===== src/rtl/core/hpg_pkg.sv =====
`default_nettype none

package hpg_pkg;

  // fixed field widths
  localparam int IDX_W       = 31;
  localparam int COORD_W     = 32;
  localparam int DIM_NUM_W   = 3;
  localparam int CFG_W       = 4;

  // digit step datapath
  localparam int DIGIT_W     = 6;
  localparam int DEN_W       = 37;
  localparam int RECIP_W     = 33;
  localparam int SHIFT_W     = 3;
  localparam int PRIME_COUNT = 16;

  // parameter defaults
  localparam int MAX_DIMS_DEF      = 8;
  localparam int FRACTION_BITS_DEF = 32;

  // register port
  localparam int APB_AW = 3;
  localparam int APB_DW = 32;
  localparam logic REG_DIMS_IN_USE = 1'b0;
  localparam logic [CFG_W-1:0] DIMS_RESET = 4'd1;

  // prime bases in dimension order
  localparam logic [DIGIT_W-1:0] PRIME_TABLE [PRIME_COUNT] = '{
    6'd2,  6'd3,  6'd5,  6'd7,  6'd11, 6'd13, 6'd17, 6'd19,
    6'd23, 6'd29, 6'd31, 6'd37, 6'd41, 6'd43, 6'd47, 6'd53
  };

  // ceil(log2(base)); the reciprocal scale is 2^(IDX_W + this)
  localparam logic [SHIFT_W-1:0] SHIFT_TABLE [PRIME_COUNT] = '{
    3'd1, 3'd2, 3'd3, 3'd3, 3'd4, 3'd4, 3'd5, 3'd5,
    3'd5, 3'd5, 3'd5, 3'd6, 3'd6, 3'd6, 3'd6, 3'd6
  };

  // floor(2^(IDX_W + shift) / base) + 1, exact quotient for any index
  localparam logic [RECIP_W-1:0] RECIP_TABLE [PRIME_COUNT] = '{
    33'((64'd1 << 32) / 64'd2  + 64'd1),
    33'((64'd1 << 33) / 64'd3  + 64'd1),
    33'((64'd1 << 34) / 64'd5  + 64'd1),
    33'((64'd1 << 34) / 64'd7  + 64'd1),
    33'((64'd1 << 35) / 64'd11 + 64'd1),
    33'((64'd1 << 35) / 64'd13 + 64'd1),
    33'((64'd1 << 36) / 64'd17 + 64'd1),
    33'((64'd1 << 36) / 64'd19 + 64'd1),
    33'((64'd1 << 36) / 64'd23 + 64'd1),
    33'((64'd1 << 36) / 64'd29 + 64'd1),
    33'((64'd1 << 36) / 64'd31 + 64'd1),
    33'((64'd1 << 37) / 64'd37 + 64'd1),
    33'((64'd1 << 37) / 64'd41 + 64'd1),
    33'((64'd1 << 37) / 64'd43 + 64'd1),
    33'((64'd1 << 37) / 64'd47 + 64'd1),
    33'((64'd1 << 37) / 64'd53 + 64'd1)
  };

  // sequencer states
  typedef enum logic [2:0] {
    ST_IDLE,
    ST_START,
    ST_MUL,
    ST_DIGIT,
    ST_DIV,
    ST_EMIT
  } hpg_state_t;

endpackage

`default_nettype wire


===== src/rtl/core/hpg_if.sv =====
`default_nettype none

// index channel
interface hpg_in_if;
  import hpg_pkg::*;
  logic             valid;
  logic             ready;
  logic [IDX_W-1:0] index;
  modport source (output valid, output index, input ready);
  modport sink   (input valid, input index, output ready);
endinterface

// coordinate channel
interface hpg_out_if;
  import hpg_pkg::*;
  logic                 valid;
  logic                 ready;
  logic [COORD_W-1:0]   coordinate;
  logic [DIM_NUM_W-1:0] dim_number;
  logic                 last;
  modport source (output valid, output coordinate, output dim_number, output last,
                  input ready);
  modport sink   (input valid, input coordinate, input dim_number, input last,
                  output ready);
endinterface

`default_nettype wire


===== src/rtl/core/halton_point_generator.sv =====
`default_nettype none

// Halton point generator.
// An item on in_chan carries a sequence index; for it the block sends one item per
// dimension in use on out_chan: the radical inverse of the index in that
// dimension's prime base as an unsigned 0.32 fraction, the dimension number, and
// last on the final dimension. dims_in_use sits at byte address 0 of the register
// port (0 acts as 1, values above MAX_DIMS as MAX_DIMS); write it only when idle.
// Each dimension goes through the start state, then one base-b digit of the index
// per pass through the reciprocal multiplier (multiply state, then digit state),
// then one fraction bit per cycle from the restoring divider, then the emit state.
// Index 0 skips the digit loop. An index is taken only in the idle state, so
// in_chan is ready only between items.
// Each coordinate goes into an output register and work on the next dimension
// goes on while it waits; a stalled receiver holds the sequencer only when the
// next coordinate is ready to leave. The register stays in front of the next
// item, so a new index is taken while the last coordinate is still held.
// Reset sets dims_in_use to 1 and empties the output register.
module halton_point_generator #(
  parameter int MAX_DIMS      = hpg_pkg::MAX_DIMS_DEF,
  parameter int FRACTION_BITS = hpg_pkg::FRACTION_BITS_DEF
) (
  input  logic                       clk,
  input  logic                       rst_n,
  hpg_in_if.sink                     in_chan,
  hpg_out_if.source                  out_chan,
  input  logic                       cfg_psel,
  input  logic                       cfg_penable,
  input  logic                       cfg_pwrite,
  input  logic [hpg_pkg::APB_AW-1:0] cfg_paddr,
  input  logic [hpg_pkg::APB_DW-1:0] cfg_pwdata,
  output logic [hpg_pkg::APB_DW-1:0] cfg_prdata,
  output logic                       cfg_pready
);
  import hpg_pkg::*;

  localparam int DIM_W  = (MAX_DIMS > 1) ? $clog2(MAX_DIMS) : 1;
  localparam int BIT_W  = $clog2(FRACTION_BITS);
  localparam int TAB_W  = $clog2(PRIME_COUNT);
  localparam int PROD_W = IDX_W + RECIP_W;
  localparam int QB_W   = IDX_W + DIGIT_W;
  localparam int SH_W   = $clog2(PROD_W);

  hpg_state_t state_r, state_nxt;

  logic [CFG_W-1:0]         dims_r;
  logic [IDX_W-1:0]         idx_r;
  logic [IDX_W-1:0]         n_r;
  logic [PROD_W-1:0]        prod_r;
  logic [DEN_W-1:0]         mirr_r;
  logic [DEN_W-1:0]         den_r;
  logic [FRACTION_BITS-1:0] quo_r;
  logic [BIT_W-1:0]         bit_r;
  logic [DIM_W-1:0]         dim_r;
  logic [DIM_W-1:0]         last_dim_r;
  logic                     out_valid_r;
  logic [COORD_W-1:0]       out_coord_r;
  logic [DIM_NUM_W-1:0]     out_dim_r;
  logic                     out_last_r;

  logic                 in_ready_c;
  logic                 out_load_c;
  logic                 accept_c;
  logic                 cfg_wr_c;
  logic [CFG_W:0]       dims_cnt_c;
  logic [DIM_W-1:0]     last_dim_c;
  logic [TAB_W-1:0]     tab_idx_c;
  logic [DIGIT_W-1:0]   base_c;
  logic [SH_W-1:0]      shamt_c;
  logic [IDX_W-1:0]     quo_c;
  logic [QB_W-1:0]      qb_c;
  logic [DIGIT_W-1:0]   digit_c;
  logic [DEN_W-1:0]     mirr_step_c;
  logic [DEN_W-1:0]     den_step_c;
  logic [DEN_W:0]       rem_sh_c;
  logic                 rem_ge_c;
  logic [DEN_W:0]       rem_nxt_c;

  // register port
  assign cfg_pready = 1'b1;
  assign cfg_wr_c   = cfg_psel & cfg_penable & cfg_pwrite
                      & (cfg_paddr[APB_AW-1] == REG_DIMS_IN_USE);
  assign cfg_prdata = (cfg_paddr[APB_AW-1] == REG_DIMS_IN_USE) ? APB_DW'(dims_r) : '0;

  always_ff @(posedge clk) begin
    if (!rst_n) begin
      dims_r <= DIMS_RESET;
    end else if (cfg_wr_c) begin
      dims_r <= cfg_pwdata[CFG_W-1:0];
    end
  end

  // clamp the dimension count to 1..MAX_DIMS
  always_comb begin
    if (dims_r == '0) begin
      dims_cnt_c = (CFG_W+1)'(1);
    end else if ({1'b0, dims_r} > (CFG_W+1)'(MAX_DIMS)) begin
      dims_cnt_c = (CFG_W+1)'(MAX_DIMS);
    end else begin
      dims_cnt_c = {1'b0, dims_r};
    end
    last_dim_c = DIM_W'(dims_cnt_c - (CFG_W+1)'(1));
  end

  // per-base constants
  assign tab_idx_c = TAB_W'(dim_r);
  assign base_c    = PRIME_TABLE[tab_idx_c];
  assign shamt_c   = SH_W'(IDX_W) + SH_W'(SHIFT_TABLE[tab_idx_c]);

  // digit step: quotient from the registered product, digit is what is left
  assign quo_c       = IDX_W'(prod_r >> shamt_c);
  assign qb_c        = QB_W'(quo_c) * QB_W'(base_c);
  assign digit_c     = DIGIT_W'(n_r - IDX_W'(qb_c));
  assign mirr_step_c = DEN_W'(mirr_r * DEN_W'(base_c)) + DEN_W'(digit_c);
  assign den_step_c  = DEN_W'(den_r * DEN_W'(base_c));

  // one restoring division step per cycle
  assign rem_sh_c  = {mirr_r, 1'b0};
  assign rem_ge_c  = rem_sh_c >= {1'b0, den_r};
  assign rem_nxt_c = rem_ge_c ? rem_sh_c - {1'b0, den_r} : rem_sh_c;

  // sequencer next state
  always_comb begin
    state_nxt = state_r;
    unique case (state_r)
      ST_IDLE: begin
        if (in_chan.valid) state_nxt = ST_START;
      end
      ST_START: begin
        state_nxt = (idx_r == '0) ? ST_DIV : ST_MUL;
      end
      ST_MUL: begin
        state_nxt = ST_DIGIT;
      end
      ST_DIGIT: begin
        state_nxt = (quo_c == '0) ? ST_DIV : ST_MUL;
      end
      ST_DIV: begin
        if (bit_r == BIT_W'(FRACTION_BITS - 1)) state_nxt = ST_EMIT;
      end
      ST_EMIT: begin
        if (out_load_c) state_nxt = (dim_r == last_dim_r) ? ST_IDLE : ST_START;
      end
      default: begin
        state_nxt = ST_IDLE;
      end
    endcase
  end

  // sequencer outputs
  always_comb begin
    in_ready_c = (state_r == ST_IDLE);
    out_load_c = (state_r == ST_EMIT) && (!out_valid_r || out_chan.ready);
  end

  assign in_chan.ready = in_ready_c;
  assign accept_c      = in_chan.valid & in_ready_c;

  always_ff @(posedge clk) begin
    if (!rst_n) begin
      state_r <= ST_IDLE;
    end else begin
      state_r <= state_nxt;
    end
  end

  // working registers
  always_ff @(posedge clk) begin
    if (accept_c) begin
      idx_r      <= in_chan.index;
      dim_r      <= '0;
      last_dim_r <= last_dim_c;
    end
    unique case (state_r)
      ST_START: begin
        n_r    <= idx_r;
        mirr_r <= '0;
        den_r  <= DEN_W'(1);
        bit_r  <= '0;
      end
      ST_MUL: begin
        prod_r <= PROD_W'(n_r) * PROD_W'(RECIP_TABLE[tab_idx_c]);
      end
      ST_DIGIT: begin
        n_r    <= quo_c;
        mirr_r <= mirr_step_c;
        den_r  <= den_step_c;
      end
      ST_DIV: begin
        mirr_r <= DEN_W'(rem_nxt_c);
        quo_r  <= {quo_r[FRACTION_BITS-2:0], rem_ge_c};
        bit_r  <= bit_r + BIT_W'(1);
      end
      ST_EMIT: begin
        if (out_load_c && (dim_r != last_dim_r)) dim_r <= dim_r + DIM_W'(1);
      end
      default: begin
      end
    endcase
  end

  // output register
  always_ff @(posedge clk) begin
    if (!rst_n) begin
      out_valid_r <= 1'b0;
    end else if (out_load_c) begin
      out_valid_r <= 1'b1;
    end else if (out_chan.ready) begin
      out_valid_r <= 1'b0;
    end
  end

  always_ff @(posedge clk) begin
    if (out_load_c) begin
      out_coord_r <= COORD_W'(quo_r);
      out_dim_r   <= DIM_NUM_W'(dim_r);
      out_last_r  <= (dim_r == last_dim_r);
    end
  end

  assign out_chan.valid      = out_valid_r;
  assign out_chan.coordinate = out_coord_r;
  assign out_chan.dim_number = out_dim_r;
  assign out_chan.last       = out_last_r;

endmodule

`default_nettype wire


===== src/flat_wrapper.sv =====
// flat-port wrapper written by rule: the top's interface ports become plain ports
module halton_point_generator_flat import hpg_pkg::*;
#(
  parameter int MAX_DIMS      = hpg_pkg::MAX_DIMS_DEF,
  parameter int FRACTION_BITS = hpg_pkg::FRACTION_BITS_DEF
)
  (clk, rst_n, cfg_psel, cfg_penable, cfg_pwrite, cfg_paddr, cfg_pwdata, cfg_prdata, cfg_pready, in_chan_valid, in_chan_index, in_chan_ready, out_chan_valid, out_chan_coordinate, out_chan_dim_number, out_chan_last, out_chan_ready);
  hpg_in_if in_chan_i ();
  hpg_out_if out_chan_i ();
  input  logic clk;
  input  logic rst_n;
  input  logic cfg_psel;
  input  logic cfg_penable;
  input  logic cfg_pwrite;
  input  logic [hpg_pkg::APB_AW-1:0] cfg_paddr;
  input  logic [hpg_pkg::APB_DW-1:0] cfg_pwdata;
  output logic [hpg_pkg::APB_DW-1:0] cfg_prdata;
  output logic cfg_pready;
  input wire logic [$bits(in_chan_i.valid)-1:0] in_chan_valid;
  input wire logic [$bits(in_chan_i.index)-1:0] in_chan_index;
  output wire logic [$bits(in_chan_i.ready)-1:0] in_chan_ready;
  output wire logic [$bits(out_chan_i.valid)-1:0] out_chan_valid;
  output wire logic [$bits(out_chan_i.coordinate)-1:0] out_chan_coordinate;
  output wire logic [$bits(out_chan_i.dim_number)-1:0] out_chan_dim_number;
  output wire logic [$bits(out_chan_i.last)-1:0] out_chan_last;
  input wire logic [$bits(out_chan_i.ready)-1:0] out_chan_ready;
  assign in_chan_i.valid = in_chan_valid;
  assign in_chan_i.index = in_chan_index;
  assign in_chan_ready = in_chan_i.ready;
  assign out_chan_valid = out_chan_i.valid;
  assign out_chan_coordinate = out_chan_i.coordinate;
  assign out_chan_dim_number = out_chan_i.dim_number;
  assign out_chan_last = out_chan_i.last;
  assign out_chan_i.ready = out_chan_ready;
  halton_point_generator #(.MAX_DIMS(MAX_DIMS), .FRACTION_BITS(FRACTION_BITS)) u_core (.clk(clk), .rst_n(rst_n), .in_chan(in_chan_i), .out_chan(out_chan_i), .cfg_psel(cfg_psel), .cfg_penable(cfg_penable), .cfg_pwrite(cfg_pwrite), .cfg_paddr(cfg_paddr), .cfg_pwdata(cfg_pwdata), .cfg_prdata(cfg_prdata), .cfg_pready(cfg_pready));
endmodule

===== config.mk =====
export PLATFORM = sky130hd
export DESIGN_NAME = halton_point_generator_flat
export DESIGN_NICKNAME = d
export VERILOG_FILES = /design/src/rtl/core/hpg_pkg.sv /design/src/rtl/core/hpg_if.sv /design/src/rtl/core/halton_point_generator.sv /design/src/flat_wrapper.sv
export SDC_FILE = /design/constraint.sdc
export NUM_CORES = 2
export LEC_CHECK = 0
export ABC_AREA = 1
export BUFFER_PORTS_ARGS = -buffer_cell sky130_fd_sc_hd__buf_4
export CORE_ASPECT_RATIO = 0.6
export CORE_MARGIN = 5
export CORE_UTILIZATION = 45
export CTS_BUF_LIST = sky130_fd_sc_hd__clkbuf_8
export DETAILED_ROUTE_END_ITERATION = 8
export HOLD_SLACK_MARGIN = 0.08
export PLACE_DENSITY = 0.59
export SLEW_MARGIN = 20
export SYNTH_ARGS = -nofsm -noshare
export SYNTH_HDL_FRONTEND = slang
export SYNTH_SLANG_ARGS = --single-unit

===== constraint.sdc =====
create_clock -name clk -period 9.22 [get_ports clk]
set_input_delay 0.922 -clock clk [delete_from_list [all_inputs] [get_ports clk]]
set_output_delay 0.922 -clock clk [all_outputs]
set_load 0.02 [all_outputs]

# ---- Yosys cells after proc, flatten, opt, wreduce, memory -nomap -nowiden
# Memories as Yosys holds them, arrays and structs flattened.
# Cells that the tools add are included.
dict set report op_classes {
  addsub 7
  multipliers 4
  magnitude_cmp 3
  n_eq_ne 11
  n_shift 1
  muxes 26
  n_bitwise 6
  n_reduce_logical 13
}
# cell count
set op_table {}
lappend op_table {{37-bit one-hot mux with 3 select lines} 1}
lappend op_table {{37-bit by 6-bit multiplier with 37-bit output} 2}
lappend op_table {{37-bit one-hot mux with 2 select lines} 1}
lappend op_table {{33-bit two-way mux} 2}
lappend op_table {{31-bit by 33-bit multiplier with 64-bit output} 1}
lappend op_table {{64-bit by 6-bit >> shifter with 31-bit output} 1}
lappend op_table {{31-bit zero test} 2}
lappend op_table {{31-bit one-hot mux with 2 select lines} 1}
lappend op_table {{38-bit by 37-bit >= comparator with 1-bit output} 1}
lappend op_table {{37-bit by 6-bit adder with 37-bit output} 1}
lappend op_table {{37-bit two-way mux} 1}
lappend op_table {{37-bit subtractor} 1}
lappend op_table {{3-bit two-way mux} 12}
lappend op_table {{31-bit by 6-bit multiplier with 6-bit output} 1}
lappend op_table {{3-bit one-hot mux with 6 select lines} 1}
lappend op_table {{6-bit two-way mux} 2}
lappend op_table {{5-bit one-hot mux with 2 select lines} 1}
lappend op_table {{5-bit by 3-bit adder with 6-bit output, first input constant} 1}
lappend op_table {{3-bit by 2-bit == test with 1-bit output, second input constant} 2}
lappend op_table {{3-bit == test, second input constant} 2}
lappend op_table {{2-bit nonzero test} 3}
lappend op_table {{6-bit subtractor} 1}
lappend op_table {{5-bit by 1-bit adder with 5-bit output, second input constant} 1}
lappend op_table {{5-bit == test, second input constant} 1}
lappend op_table {{other kinds (21)} 28}
dict set report totals {
  ff_bits 287
  mem_bits_ro 672
  input_bits 73
  output_inout_bits 71
  wordCells 89
  memories 3
}
# name words width read_ports rd_clocked_by_memory_dff wr line
set mem_list {}
lappend mem_list {{(name not given)} 16 33 1 0 0 halton_point_generator.sv:182} ;# prod_r <= PROD_W'(n_r) * PROD_W'(RECIP_TABLE[tab_idx_c]);
lappend mem_list {{(name not given)} 16 6 1 0 0 halton_point_generator.sv:107} ;# assign base_c = PRIME_TABLE[tab_idx_c];
lappend mem_list {{(name not given)} 16 3 1 0 0 halton_point_generator.sv:108} ;# assign shamt_c = SH_W'(IDX_W) + SH_W'(SHIFT_TABLE[tab_idx_c]);

# ---- Longest topological paths before layout
dict set report depth {
  depth_word 10
  depth_mapped 43
}

# ---- Worst setup path after synthesis
# No wires, ideal clock.
dict set report synth_timing {
  path_kind {register -> register}
  from {reg u_core.dim_r[1]}
  to {reg u_core.prod_r[62], data pin}
  setup_time_ps 252
  t_arrival_ps 7358
  path_slack_ps 1609
  stages_incl_launch_ff 36
  period_less_slack_ps 7611
  cell_sequence {dfxtp_1 -> inv_1 -> ha_1 -> nor2_1 -> nor2_1 -> inv_1 -> clkbuf_1 -> nor2_1 -> fa_1 -> fa_1 -> fa_1 -> inv_1 -> fa_1 -> inv_1 -> fa_1 -> inv_1 -> fa_1 -> inv_1 -> fa_1 -> inv_1 -> fa_1 -> inv_1 -> ha_1 -> nand2_1 -> nor2_1 -> inv_1 -> nor2_1 -> nand3_1 -> inv_1 -> nand2_1 -> nand3_1 -> nand2_1 -> a21oi_1 -> o21ai_0 -> nand3_1 -> nand2_1}
}
dict set report synth_between {
  elab_chain_len 5
}
# item line
set synth_lines {}
lappend synth_lines {{start: declaration} halton_point_generator.sv:54} ;# logic [DIM_W-1:0] dim_r;
lappend synth_lines {{start signal: assignment} halton_point_generator.sv:195} ;# if (out_load_c && (dim_r != last_dim_r)) dim_r <= dim_r + DIM_W'(1);
lappend synth_lines {{3-bit NOT with 5-bit output (not written as such)} halton_point_generator.sv:182}
lappend synth_lines {{memory 16 x 33 bit} -}
lappend synth_lines {{33-bit two-way mux (not written as such) (2 in series)} halton_point_generator.sv:182}
lappend synth_lines {{31-bit by 33-bit multiplier with 64-bit output} halton_point_generator.sv:182}
lappend synth_lines {{end signal: assignment} halton_point_generator.sv:182}
lappend synth_lines {{end: declaration} halton_point_generator.sv:49} ;# logic [PROD_W-1:0] prod_r;
# Every way passes these cells. The select of a mux whose other input is x is not followed.
# A chain may end at the register's enable or synchronous reset.

# ---- Final worst setup path
dict set report layout_timing {
  from {reg u_core.dim_r[2]}
  to {reg u_core.prod_r[54], data pin}
}
# Same word-level chain as after synthesis.

==> results.md <==
* Synth Warn # at 0
* Number of synthesized register bits at between 200 and 300
* First-pass GRT wire length at between 300 and 400 mm
* Required @ worst endpoint at 9.62 ns
* Syn_area_per_cell at roughly 8.2 um2
* Antenna violations before repair at 13
* H-tree depth at 2
* CTS tree: built
* Placed inst area at around 60000 um2
* GR Overflow Total at 0
* Type of the worst setup path: reg -> reg
* Slowest CP cell: o21ai_4
* Final antenna-violating net count at 0
* Critical path's most frequent cell: fa_1
* Final Core Density at 0.4849
* Worst Slack Setup Final at 0.2461 ns
* Total Wirelength at ~240 mm
* Post-CTS Setup Bufs at 0
* Fin. Hold Viols at 0
* Leakage power at about 31 nW
* Most area-consuming cells after synthesis: fa_1 (38%), edfxtp_1 (13%), ha_1 (11%)
* Pre-CTS setup slack at approximately 0.5 ns
* Max rail drop VDD at 0.00008663 V
* Clock root cell: clkbuf_8
* Boundary Pins at between 100 and 150
* DIE AREA at about 130000 um2
* Clk Latency, worst-skew pair at 0.67 ns
* Register area share after synthesis at 0.1334
* Tightest Pin Transition at 1.232 ns
* Row count at around 100
* Max Slew Vio Count at 0
* Number of CTS-inserted buffers at between 40 and 50
* Max Clk Rate at 0.1114 GHz
* Tmin final at approximately 9 ns
* Gp weighted congestion at ~1.1
* Reg clk slew, reported paths at ~0.07 ns
* Tightest Hold Check Type: in -> reg
* Synth top area share at 0.3756
* Max-cap viol count at 0
* CP arrival at 9.38 ns
* CP endpoint kind: flip-flop
* Pwr per Cell Area at between 90 and 100 nW/um2
* Via count at just under 50000
* Die H at 285.2 um
* Leading area contributor after synthesis: fa_1
* Slew HR at 0.1711
* Initial drt markers at 5992
* WHS at 0.4277 ns
* Power Total at approximately 5.7 mW
* Worst path max stage delay at between 0.8 and 0.9 ns
* Core area at approximately 130000 um2
* Largest delay share family, worst path: adder cells
* Via density per instance at around 5.6
* Top-count cell post-synth: inv_1
* Skew final at 0.03733 ns
* Area Growth Syn to Fin at 7.522%
* Deepest clock path buffer count at 3
* Post-route insts no fill at 8764
* FFs w/ async S/R, synth at 0
* Number of synthesized flops with an enable pin at 245
* PortBufs at 84
* All-Layer GR Usage at 0.3601
* Initial Util at 0.4510
* Post-synth top cells: inv_1 (1510), nand2_1 (1163), fa_1 (1066)
* Net count, final at 8666
* Final period utilization at 0.9733
* Routed len/inst at 27.19 um
* Status: complete, no violations
* Final HPWL DP at between 200 and 250 mm
* Final instance area at roughly 61000 um2
* Number of global-route vias before repair at around 48000
* Top FF cell, synth: edfxtp_1
* Clk sinks at about 260
* Layout cell share with drive strength beyond 1 at 0.05749
* Setup Viol. Count Final at 0
* Synth unique cells at 53
* Worst setup SP type: flip-flop
* Placed cell count at between 8000 and 9000
* Post-Synthesis Cells at slightly below 7000
* Max Fanout on Critical Path at 24
* Synthesized cell area at 56820 um2
* Crit-path cells: inv_4 > o21ai_4 > inv_1 > nand2_1 > fa_1 > inv_1 > fa_1 > fa_1 > fa_1 > fa_1 > fa_1 > fa_1 > fa_1 > ha_1 > a21oi_1 > o21ai_0 > a21boi_0 > o21ai_0 > a21oi_1 > nand2_1 > nand2_1 > nand2_1 > xor2_1
* Die X at roughly 470 um
* Unrepaired setup endpoints after global routing: yes
* DRC at 0
* Largest net degree at the start of global routing at 66
* Setup TNS at 0 ns
* Buf+Inv Stages, Crit Path at 3
* Drt pass-1 iters at 8
[logic make-up (layout without fill, tap and decap cells)]
group	Yosys count	in the layout	share of synthesized area
AOI/OAI and AO/OA	705	705	0.06831
adders and majority gates	1567	1567	0.4859
other	2	32	0.0001322
buffers and inverters	1764	1886	0.1201
DFF	256	256	0.1334
and+or+nand+nor	2527	2527	0.1780
xor gates and xnor gates	92	92	0.01418
[power by group]
| part | internal [mW] | switching [mW] |
|---|---|---|
| Clock | 0.546 | 0.581 |
| Sequential | 1.47 | 0.234 |
| Combinational | 0.817 | 2.08 |
| Total | 2.83 | 2.90 |
[layer usage]
| layer | wire length, um | track usage | part of all wire | vias to the layer above |
|---|---|---|---|---|
| met5 | 383 | 0.01515 | 0.0016 | - |
| met3 | 46630 | 0.2298 | 0.20 | 195 |
| li1 | - | - | - | 21230 |
| met4 | 3766 | 0.04875 | 0.016 | 10 |
| met1 | 111000 | 0.5709 | 0.47 | 24430 |
| met2 | 76490 | 0.3962 | 0.32 | 3157 |
[timing repair]
| item | in CTS | in global routing |
|---|---|---|
| hold buffers | 0 | 0 |
| resized for setup | 0 | 4 |
| endpoints found under the hold margin | 0 | 0 |
| endpoints found under the setup margin | 0 | 3 |
[worst paths after layout]
kind	start	endpoint	slack, ns	cells after the start
max	u_core.dim_r[2]$_DFF_P_	u_core.prod_r[54]$_DFFE_PP_	0.25	23
min	in_chan_index[6]	u_core.idx_r[6]$_DFFE_PP_	0.43	1
max reg2reg	u_core.dim_r[2]$_DFF_P_	u_core.prod_r[54]$_DFFE_PP_	0.25	23
min reg2reg	u_core.quo_r[30]$_DFFE_PP_	u_core.quo_r[31]$_DFFE_PP_	0.43	0
[state kept, by name, summed over array words and instances, names as in the netlist]
| signal | flops |
|---|---|
| u_core.bit_r | 5 |
| u_core.den_r | 37 |
| u_core.dim_r | 3 |
| u_core.dims_r | 4 |
| u_core.idx_r | 31 |
| u_core.last_dim_r | 3 |
| u_core.mirr_r | 37 |
| u_core.n_r | 31 |
| u_core.out_chan.coordinate | 32 |
| u_core.out_chan.dim_number | 3 |
| u_core.out_chan.last | 1 |
| u_core.out_chan.valid | 1 |
| u_core.prod_r | 33 |
| u_core.quo_r | 32 |
| u_core.state_r | 3 |
[cells in the final DEF, fill, tap and decap left out, types with 28 or more instances in the layout]
master,n
o21ai_0,255
xnor2_1,41
edfxtp_1,245
nand2_1,1160
conb_1,29
fa_1,1066
clkbuf_8,48
nand3_1,224
nor3_1,31
nor2_1,1000
nand4_1,33
buf_4,271
inv_1,1521
ha_1,501
xor2_1,51
a21oi_1,285
a31oi_1,28
[layout make-up]
type                    instances  area (um2)
fillers                     12490       64900
clock inverters                35       229.0
repair buffers                277        2146
flip-flops and latches        256        7579
clock buffers                  48       660.6
diodes                          3       7.507
well taps                    1699        2126
multi-input cells            4920       42620
inverters                    1526        5732
No activity file was read; power rests on OpenSTA's default activity.
